## src/hw/rtl/nearest_polygon_edge_finder_core_macros.svh

```systemverilog
// ----------------------------------------------------------------------------
// nearest polygon edge finder assertion macros
// shared concurrent check forms
// ----------------------------------------------------------------------------
`ifndef NEAREST_POLYGON_EDGE_FINDER_CORE_MACROS_SVH
`define NEAREST_POLYGON_EDGE_FINDER_CORE_MACROS_SVH

// antecedent implies consequent in the same cycle
`define NPE_ASSERT_IMP(label, clk, rst, ante, cons, msg) \
   label: assert property (@(posedge clk) disable iff (rst) (ante) |-> (cons)) \
      else $error(msg);

// antecedent implies consequent in the next cycle
`define NPE_ASSERT_NEXT(label, clk, rst, ante, cons, msg) \
   label: assert property (@(posedge clk) disable iff (rst) (ante) |=> (cons)) \
      else $error(msg);

`endif

```

## src/hw/rtl/npe_pkg.sv

```systemverilog
// ----------------------------------------------------------------------------
// npe_pkg
// shared types and constants of the nearest polygon edge finder
// ----------------------------------------------------------------------------
package npe_pkg;

   localparam int CoordBits = 32;
   localparam int IdBits    = 16;
   localparam int PosBits   = 11;
   localparam int MaxVerts  = 1024;
   localparam int TFrac     = 32;
   localparam int ReqBits   = 4 * CoordBits + IdBits;
   localparam int RspBits   = IdBits + PosBits + 3 * CoordBits;
   localparam int ReqBytes  = (ReqBits + 7) / 8;
   localparam int RspBytes  = (RspBits + 7) / 8;

   localparam logic [31:0] DistMax = 32'hFFFF_FFFF;

   // datapath micro steps
   typedef enum logic [3:0] {
      OP_NONE   = 4'd0,
      OP_LOAD   = 4'd1,  // capture input beat, set edge prior->vertex
      OP_CLOSE  = 4'd2,  // set edge vertex->first
      OP_PREP   = 4'd3,  // deltas
      OP_MULA   = 4'd4,  // dot and len2 products
      OP_DIV    = 4'd5,  // one quotient bit
      OP_SCALE  = 4'd6,  // clamped t when the divider is not needed
      OP_PROJ   = 4'd7,  // projected point and offset
      OP_ESQ    = 4'd8,  // squared offset
      OP_SQRT   = 4'd9,  // one root bit
      OP_UPDATE = 4'd10, // running minimum
      OP_COMMIT = 4'd11, // per vertex state update
      OP_FLUSH  = 4'd12  // result out, clear polygon state
   } op_type;

   typedef struct packed {
      op_type op;
   } cmd_type;

   typedef struct packed {
      logic pos_zero;  // first vertex of the polygon
      logic last;      // current beat closes the polygon
      logic div_need;  // t needs the divider
   } status_type;

endpackage

```

## src/hw/rtl/npe_controller.sv

```systemverilog
// ----------------------------------------------------------------------------
// npe_controller
// sequences a vertex beat through its edge measurements: the opening edge, the closing edge, neither or both
// ----------------------------------------------------------------------------
module npe_controller (
   input  logic                clock,
   input  logic                reset,
   input  logic                req_tvalid,
   output logic                req_tready,
   output logic                rsp_tvalid,
   input  logic                rsp_tready,
   input  npe_pkg::status_type status,
   output npe_pkg::cmd_type    cmd,
   output logic                rsp_load
);

   typedef enum logic [12:0] {
      ST_IDLE   = 13'b0000000000001,
      ST_CLOSE  = 13'b0000000000010,
      ST_PREP   = 13'b0000000000100,
      ST_MULA   = 13'b0000000001000,
      ST_DIV    = 13'b0000000010000,
      ST_SCALE  = 13'b0000000100000,
      ST_PROJ   = 13'b0000001000000,
      ST_ESQ    = 13'b0000010000000,
      ST_SQRT   = 13'b0000100000000,
      ST_UPDATE = 13'b0001000000000,
      ST_NEXT   = 13'b0010000000000,
      ST_COMMIT = 13'b0100000000000,
      ST_FLUSH  = 13'b1000000000000
   } state_type;

   state_type   state_ff, state_in;
   logic [5:0]  cnt_ff, cnt_in;
   logic        closing_ff, closing_in;
   logic        rv_ff, rv_in;

   assign req_tready = (state_ff == ST_IDLE);
   assign rsp_tvalid = rv_ff;

   always_comb begin
      state_in = state_ff; cnt_in = cnt_ff; closing_in = closing_ff;
      rv_in = rv_ff && !rsp_tready;
      cmd.op = npe_pkg::OP_NONE;
      rsp_load = 1'b0;
      case (state_ff)
         ST_IDLE: begin
            if (req_tvalid) begin
               cmd.op = npe_pkg::OP_LOAD;
               closing_in = 1'b0;
               state_in = ST_NEXT;
            end
         end
         ST_NEXT: begin
            // first vertex has no opening edge
            if (!closing_ff && !status.pos_zero) state_in = ST_PREP;
            else if (!closing_ff && status.last) state_in = ST_CLOSE;
            else if (closing_ff) state_in = ST_FLUSH;
            else state_in = ST_COMMIT;
         end
         ST_CLOSE: begin
            cmd.op = npe_pkg::OP_CLOSE;
            closing_in = 1'b1;
            state_in = ST_PREP;
         end
         ST_PREP: begin cmd.op = npe_pkg::OP_PREP; state_in = ST_MULA; end
         ST_MULA: begin
            cmd.op = npe_pkg::OP_MULA; cnt_in = 6'd31; state_in = ST_DIV;
         end
         ST_DIV: begin
            if (!status.div_need) state_in = ST_SCALE;
            else begin
               cmd.op = npe_pkg::OP_DIV;
               cnt_in = cnt_ff - 6'd1;
               if (cnt_ff == '0) state_in = ST_SCALE;
            end
         end
         ST_SCALE: begin cmd.op = npe_pkg::OP_SCALE; state_in = ST_PROJ; end
         ST_PROJ:  begin cmd.op = npe_pkg::OP_PROJ;  state_in = ST_ESQ; end
         ST_ESQ: begin
            cmd.op = npe_pkg::OP_ESQ; cnt_in = 6'd33; state_in = ST_SQRT;
         end
         ST_SQRT: begin
            cmd.op = npe_pkg::OP_SQRT;
            cnt_in = cnt_ff - 6'd1;
            if (cnt_ff == '0) state_in = ST_UPDATE;
         end
         ST_UPDATE: begin
            cmd.op = npe_pkg::OP_UPDATE;
            if (closing_ff) state_in = ST_FLUSH;
            else if (status.last) state_in = ST_CLOSE;
            else state_in = ST_COMMIT;
         end
         ST_COMMIT: begin cmd.op = npe_pkg::OP_COMMIT; state_in = ST_IDLE; end
         ST_FLUSH: begin
            // wait for the output register to free
            if (!rv_ff || rsp_tready) begin
               rsp_load = 1'b1;
               rv_in = 1'b1;
               cmd.op = npe_pkg::OP_FLUSH;
               state_in = ST_IDLE;
            end
         end
         default: state_in = ST_IDLE;
      endcase
   end

   always_ff @(posedge clock) begin
      if (reset) begin
         state_ff <= ST_IDLE; rv_ff <= 1'b0; closing_ff <= 1'b0; cnt_ff <= '0;
      end else begin
         state_ff <= state_in; rv_ff <= rv_in; closing_ff <= closing_in;
         cnt_ff <= cnt_in;
      end
   end

endmodule

```

## config.mk

```make
export PLATFORM = sky130hd
export DESIGN_NAME = npe_controller
export DESIGN_NICKNAME = d
export VERILOG_FILES = /design/src/hw/rtl/nearest_polygon_edge_finder_core_macros.svh /design/src/hw/rtl/npe_pkg.sv /design/src/hw/rtl/npe_controller.sv
export SDC_FILE = /design/constraint.sdc
export NUM_CORES = 1
export LEC_CHECK = 0
export ABC_AREA = 1
export BUFFER_PORTS_ARGS = -buffer_cell sky130_fd_sc_hd__buf_2
export CAP_MARGIN = 25
export CELL_PAD_IN_SITES_DETAIL_PLACEMENT = 1
export CELL_PAD_IN_SITES_GLOBAL_PLACEMENT = 2
export CORE_MARGIN = 2
export CORE_UTILIZATION = 31
export DETAILED_ROUTE_END_ITERATION = 12
export PLACE_DENSITY = 0.87
export REMOVE_ABC_BUFFERS = 1
export SETUP_SLACK_MARGIN = 0.05
export SYNTH_ARGS = -nofsm -noshare
export SYNTH_HDL_FRONTEND = slang
export SYNTH_SLANG_ARGS = --single-unit
export TNS_END_PERCENT = 5
```

## constraint.sdc

```tcl
create_clock -name clock -period 2.1 [get_ports clock]
set_input_delay 0.42 -clock clock [delete_from_list [all_inputs] [get_ports clock]]
set_output_delay 0.42 -clock clock [all_outputs]
set_load 0.05 [all_outputs]
```

==> metrics, run 1 <==
status complete, but fails checks; failing checks negative setup slack; critical path's slowest cell dfxtp_2; Synth async-reset ratio 0; synth top area cells dfxtp_1 (29%), nand2_1 (14%), nor2_1 (11%); DP HPWL 3080 um; fin crit share 1.04; Max Freq 457 MHz; Hold WS 0.308 ns; max cap viols 0; Netlist cell types 31; final wirelength 4050 um; Skew-Pair Late Insertion Delay 0.27 ns; Hold Path Class input port to flop; Max VDD drop 0.000333 V; GRT Residual Overflow 0; Max Root-Sink Buffers 2; Pwr Density 1070 nW/um^2; Post-Synth Adder-Cell Area 0.00864; gp weighted congestion 0.790; Setup Viol. Count Final 3; final hold violations 0; simple-gate area share of the yosys netlist 0.528; Post-route DRC 0; area of the mapped netlist 1450 um^2; flop and latch count out of synthesis 21; Synth top cells by count nand2_1 (53), nor2_1 (44), inv_1 (37), nand3_1 (25), dfxtp_1 (21); Compound-Gate Fraction of Synth Area 0.0302; vias in the first global route 1490; mux cell area share after synthesis 0; cts hold-fix bufs 0; number of antenna diodes 0; most common cell in the netlist nand2_1; Setup TNS -0.127 ns; RSZ-0062 raised after global routing true; cell count after synthesis 231; minimum clock period after layout 2.19 ns; Worst Setup End Kind output pin; Worst-path clk slew 0.08 ns; worst path cell trace nor2_4, nand2_2, nor2_4, nand2_4, or2_4, nand2_2, nor3_2, nand3_1, buf_6; startpoint types flop; Rel. slew slack 0.734; worst slew pin tran 0.398 ns; core footprint 4410 um^2; number of synthesized flops with an enable pin 0; post-synth top area share 0.290; Avg WL per Cell 13.1 um; Worst Path Required 1.68 ns; leading area contributor after synthesis dfxtp_1; die height 72.4 um; largest net degree at the start of global routing 12; largest family of logic cells by synthesized area simple AND/OR/NAND/NOR gates; share of cells above drive strength 1 0.265; row count 24; Final Max Slew Viols 0; initial antenna violation count 0; Synth Area per Inst 6.27 um^2; Setup Crit Path Kind flop to output pin; first-pass GRT wire length 6870 um; yosys warns 0; crit path max fanout 6; CTS tree built; via/cell ratio 4.73; Clock Tree Root clkbuf_8; r2r setup slk 0.45 ns; I/O Pins 14; initial DRC count 27; DRT antenna net count 0; Vias 1463; XOR/XNOR Fraction of Synth Area 0.0242; clk_skew 0.00188 ns; initial core utilization 0.328; data arrival time of the critical path 1.77 ns; die area 5240 um^2; Leakage Power 0.999 nW; Place WS -0.00861 ns; Top FF cell, synth dfxtp_1; Inst Count DP 297; Largest delay share family, worst path simple AND/OR/NAND/NOR gates; Pre-Repair DR Iteration Count 4; Die X 72.4 um; crit path setup slack, layout -0.0872 ns; H-tree levels 1; CP Buf/Inv Count 1; register area share after synthesis 0.290; Crit path largest cell delay 0.34 ns; NumNets Final 266; buffers added on ports 13; Post-Layout Cell Count 309; area delta synth->final 24.0%; fin util 0.407; total track usage 0.168; total CTS buffers 3; clk sinks 21
sequential cells by signal (all words and copies together) (netlist names):
register	flops
cnt_ff	6
closing_ff	1
state_ff	13
rsp_tvalid	1
worst paths after layout:
| check | startpoint | depth (start not counted) | endpoint |
|---|---|---|---|
| max reg2reg | state_ff[10] | 11 | cnt_ff[4] |
| min | status[1] | 2 | state_ff[11] |
| min reg2reg | closing_ff | 2 | state_ff[12] |
| max | state_ff[10] | 9 | cmd[1] |
cells by family (layout without fill, tap and decap cells):
logic type / Yosys count / count (layout)
flip-flops: 21 / 21
buffers and inverters: 43 / 69
AO/OA/AOI/OAI: 8 / 8
adder cells (fa/ha/maj): 1 / 1
XOR/XNOR: 4 / 4
AND/OR/NAND/NOR: 154 / 154
layout make-up:
cell class / count / area, um^2
fillers: 600 / 2620
multi-input cells: 167 / 931
flip-flops and latches: 21 / 425
repair buffers: 24 / 174
inverters: 41 / 156
well taps: 52 / 65.1
clock buffers: 4 / 45.0
cell usage in the layout (no fill, tap or decap), drive strengths merged:
master and count:
o21bai 1, nand2 62, o21ai 1, inv 41, nand3b 3, nor3 5, or3 1, a21oi 5
clkbuf 4, dfxtp 21, nand4 2, or2 1, o22ai 1, buf 24, and3 1, xnor2 2
xor2 2, nor2 49, ha 1, nor3b 2, nand3 28
per-stage QoR:
stage | power [mW] | area (um^2)
2_1_floorplan | 1.27 | 1430
3_3_place_gp | 1.47 | 1590
3_5_place_dp | 1.48 | 1590
4_1_cts | 1.85 | 1700
5_1_grt | 2.07 | 1800
6_report | 1.93 | 1800
report_power, final:
part	switching (mW)	leakage (nW)	internal [mW]
registers	0.0570	0.172	0.454
clock network	0.146	0.0228	0.136
logic	0.719	0.804	0.414
total	0.922	0.999	1.00
layer usage:
layer | vias up | global-route usage | part of all wire
met1 | 685 | 0.234 | 0.51
li1 | 759 | - | -
met4 | 0 | 0.0566 | 0.014
met3 | 5 | 0.0208 | 0.017
met5 | - | 0 | 0
met2 | 14 | 0.267 | 0.46
repair_timing:
item                                   in CTS  in global routing
setup endpoints to repair                   6                  6
gates resized for setup                    21                 13
pin swaps                                   6                 11
buffers inserted                            2                  6
endpoints found under the hold margin       0                  0
worst reg2reg max path: stages (launching register included):
cell	delay, ns
dfxtp_2	0.34
nor2_4	0.12
nand2_2	0.08
nor2_4	0.19
buf_4	0.20
nand2_2	0.11
inv_2	0.08
nand2_2	0.11
nand2_2	0.14
inv_2	0.07
nor2_1	0.09
nor2_1	0.04
Note: power is estimated with default switching activity, not from simulation.
==> inputs of run 2 (changes only) <==
--- a/config.mk
+++ b/config.mk
@@ -16,2 +16,3 @@
 export PLACE_DENSITY = 0.87
+export RECOVER_POWER = 50
 export REMOVE_ABC_BUFFERS = 1
==> constraint.sdc (replaced) <==
create_clock -name clock -period 2.1 [get_ports clock]
set_input_delay 0.63 -clock clock [delete_from_list [all_inputs] [get_ports clock]]
set_output_delay 0.63 -clock clock [all_outputs]
set_load 0.05 [all_outputs]
==> run 2 against run 1 <==
The run still ends with negative setup slack left; worst hold slack gained 0.20 ns; non-clock buffer count grew 31; core utilization grew 5.0 points; die area is the same; register-to-register slack lost 0.12 ns; critical path depth is the same; critical endpoint unchanged; largest power group unchanged.
==> metrics, run 2 (synthesis results as in run 1) <==
status complete, but fails checks; failing checks negative setup slack; Final Cell Area 2020 um^2; max cap viols 0; worst slew pin tran 0.592 ns; commonest non-fill, non-tap cell in the layout nand2_1; Worst-path clk slew 0.08 ns; final hold violations 0; first-pass GRT wire length 7850 um; number of flip-flops in the largest register 13; Max VDD drop 0.000458 V; RSZ-0062 raised after global routing true; number of fill cells 583; RR Endpoint cnt_ff[3]; via/cell ratio 4.79; H-tree levels 1; Place WS -0.104 ns; most frequent cells in the layout nand2_1 (49), buf_4 (41), nor2_1 (40), inv_1 (37), nand3_1 (24); r2r setup slk 0.33 ns; Vias 1628; CTS tree built; Post-DP Area 1850 um^2; initial antenna violation count 0; Max Root-Sink Buffers 2; Rel. slew slack 0.607; largest net degree at the start of global routing 12; Hold Path Class flop to flop; vias in the first global route 1677; area delta synth->final 39.4%; NumNets Final 297; fin crit share 1.12; Final Max Slew Viols 0; Post-route DRC 0; die height 72.4 um; Setup Crit Path Kind flop to output pin; Hold Path Origin cnt_ff[1]; Reg2Reg Depth 12; startpoint types flop; Die X 72.4 um; core footprint 4410 um^2; Skew-Pair Late Insertion Delay 0.26 ns; Worst Setup End Kind output pin; final wirelength 4690 um; DRT antenna net count 0; clk_skew 0.00337 ns; minimum clock period after layout 2.35 ns; biggest regs state_ff (13), cnt_ff (6); Worst Path Required 1.47 ns; crit path max fanout 7; Biggest register state_ff; die area 5240 um^2; WHS Path Cells 2; RR Startpoint state_ff[9]; buffers added on ports 13; number of antenna diodes 0; WHS Endpoint cnt_ff[1]; total track usage 0.196; initial DRC count 28; Leakage Power 1.14 nW; Setup Viol. Count Final 6; initial core utilization 0.328; total CTS buffers 3; crit path setup slack, layout -0.248 ns; Avg WL per Cell 13.8 um; data arrival time of the critical path 1.72 ns; Clock Tree Root clkbuf_8; Max Freq 426 MHz; Pre-Repair DR Iteration Count 4; DP HPWL 3570 um; share of cells above drive strength 1 0.330; clk sinks 21; gp weighted congestion 0.842; row count 24; GRT Residual Overflow 0; cts hold-fix bufs 0; I/O Pins 14; Pwr Density 1050 nW/um^2
==> run 2: cell count changes in the layout (fill, tap and decap cells not counted), sizes merged <==
cell	delta
clkbuf	+1
buf	+30
==> run 2: layout make-up <==
type / instances / area, um^2 / area share
inverter: 41 / 156 / 0.0774
clock buffer: 4 / 45.0 / 0.0223
tap: 52 / 65.1 / 0.0322
sequential: 21 / 425 / 0.211
timing repair buffer: 55 / 424 / 0.210
multi-input combinational: 167 / 903 / 0.447
==> run 2: layer usage <==
layer / vias to the layer above / global-route usage / share of wire
met3: 6 / 0.0389 / 0.026
met2: 16 / 0.348 / 0.51
met4: 0 / 0.0587 / 0.013
met5: - / 0 / 0
li1: 823 / - / -
met1: 783 / 0.237 / 0.45
==> run 2: worst max-delay path: stages, from the launching register on <==
cell	delay, ns
dfxtp_2	0.34
nor2_4	0.13
nand2_2	0.08
nor2_4	0.21
nand2_4	0.09
or2_4	0.25
nand2_2	0.06
nor3_1	0.04
nand3_1	0.08
buf_6	0.16
==> run 2: worst max path at each step <==
stage          endpoint  depth (start not counted)   startpoint
2_1_floorplan    cmd[3]                          7  state_ff[0]
3_3_place_gp     cmd[3]                          8  state_ff[2]
3_5_place_dp     cmd[3]                          8  state_ff[2]
4_1_cts          cmd[1]                          9  state_ff[9]
5_1_grt          cmd[2]                          9  state_ff[9]
6_report         cmd[1]                          9  state_ff[9]
==> run 2: stage by stage <==
step	power, mW	TNS, ns	cells	hold WS, ns	utilization
4_1_cts	2.13	-1.04	340	0.515	0.455
6_report	2.12	-1.02	340	0.507	0.457
2_1_floorplan	1.27	-1.91	229	0.447	-
3_5_place_dp	1.68	-0.338	332	0.498	0.419
3_3_place_gp	1.65	-0.303	332	0.482	0.419
5_1_grt	2.29	-1.61	340	0.523	0.457
==> run 2: repair_timing <==
action                                  in CTS  in global routing
buffers inserted                             4                  0
pin swaps                                   10                  2
resized for setup                           27                  5
endpoints found under the setup margin       6                  6
==> run 2: power breakdown <==
part | switching, mW | total, mW | leakage (nW) | internal, mW
registers | 0.0466 | 0.500 | 0.172 | 0.453
logic | 0.775 | 1.35 | 0.949 | 0.573
clock network | 0.135 | 0.270 | 0.0228 | 0.135
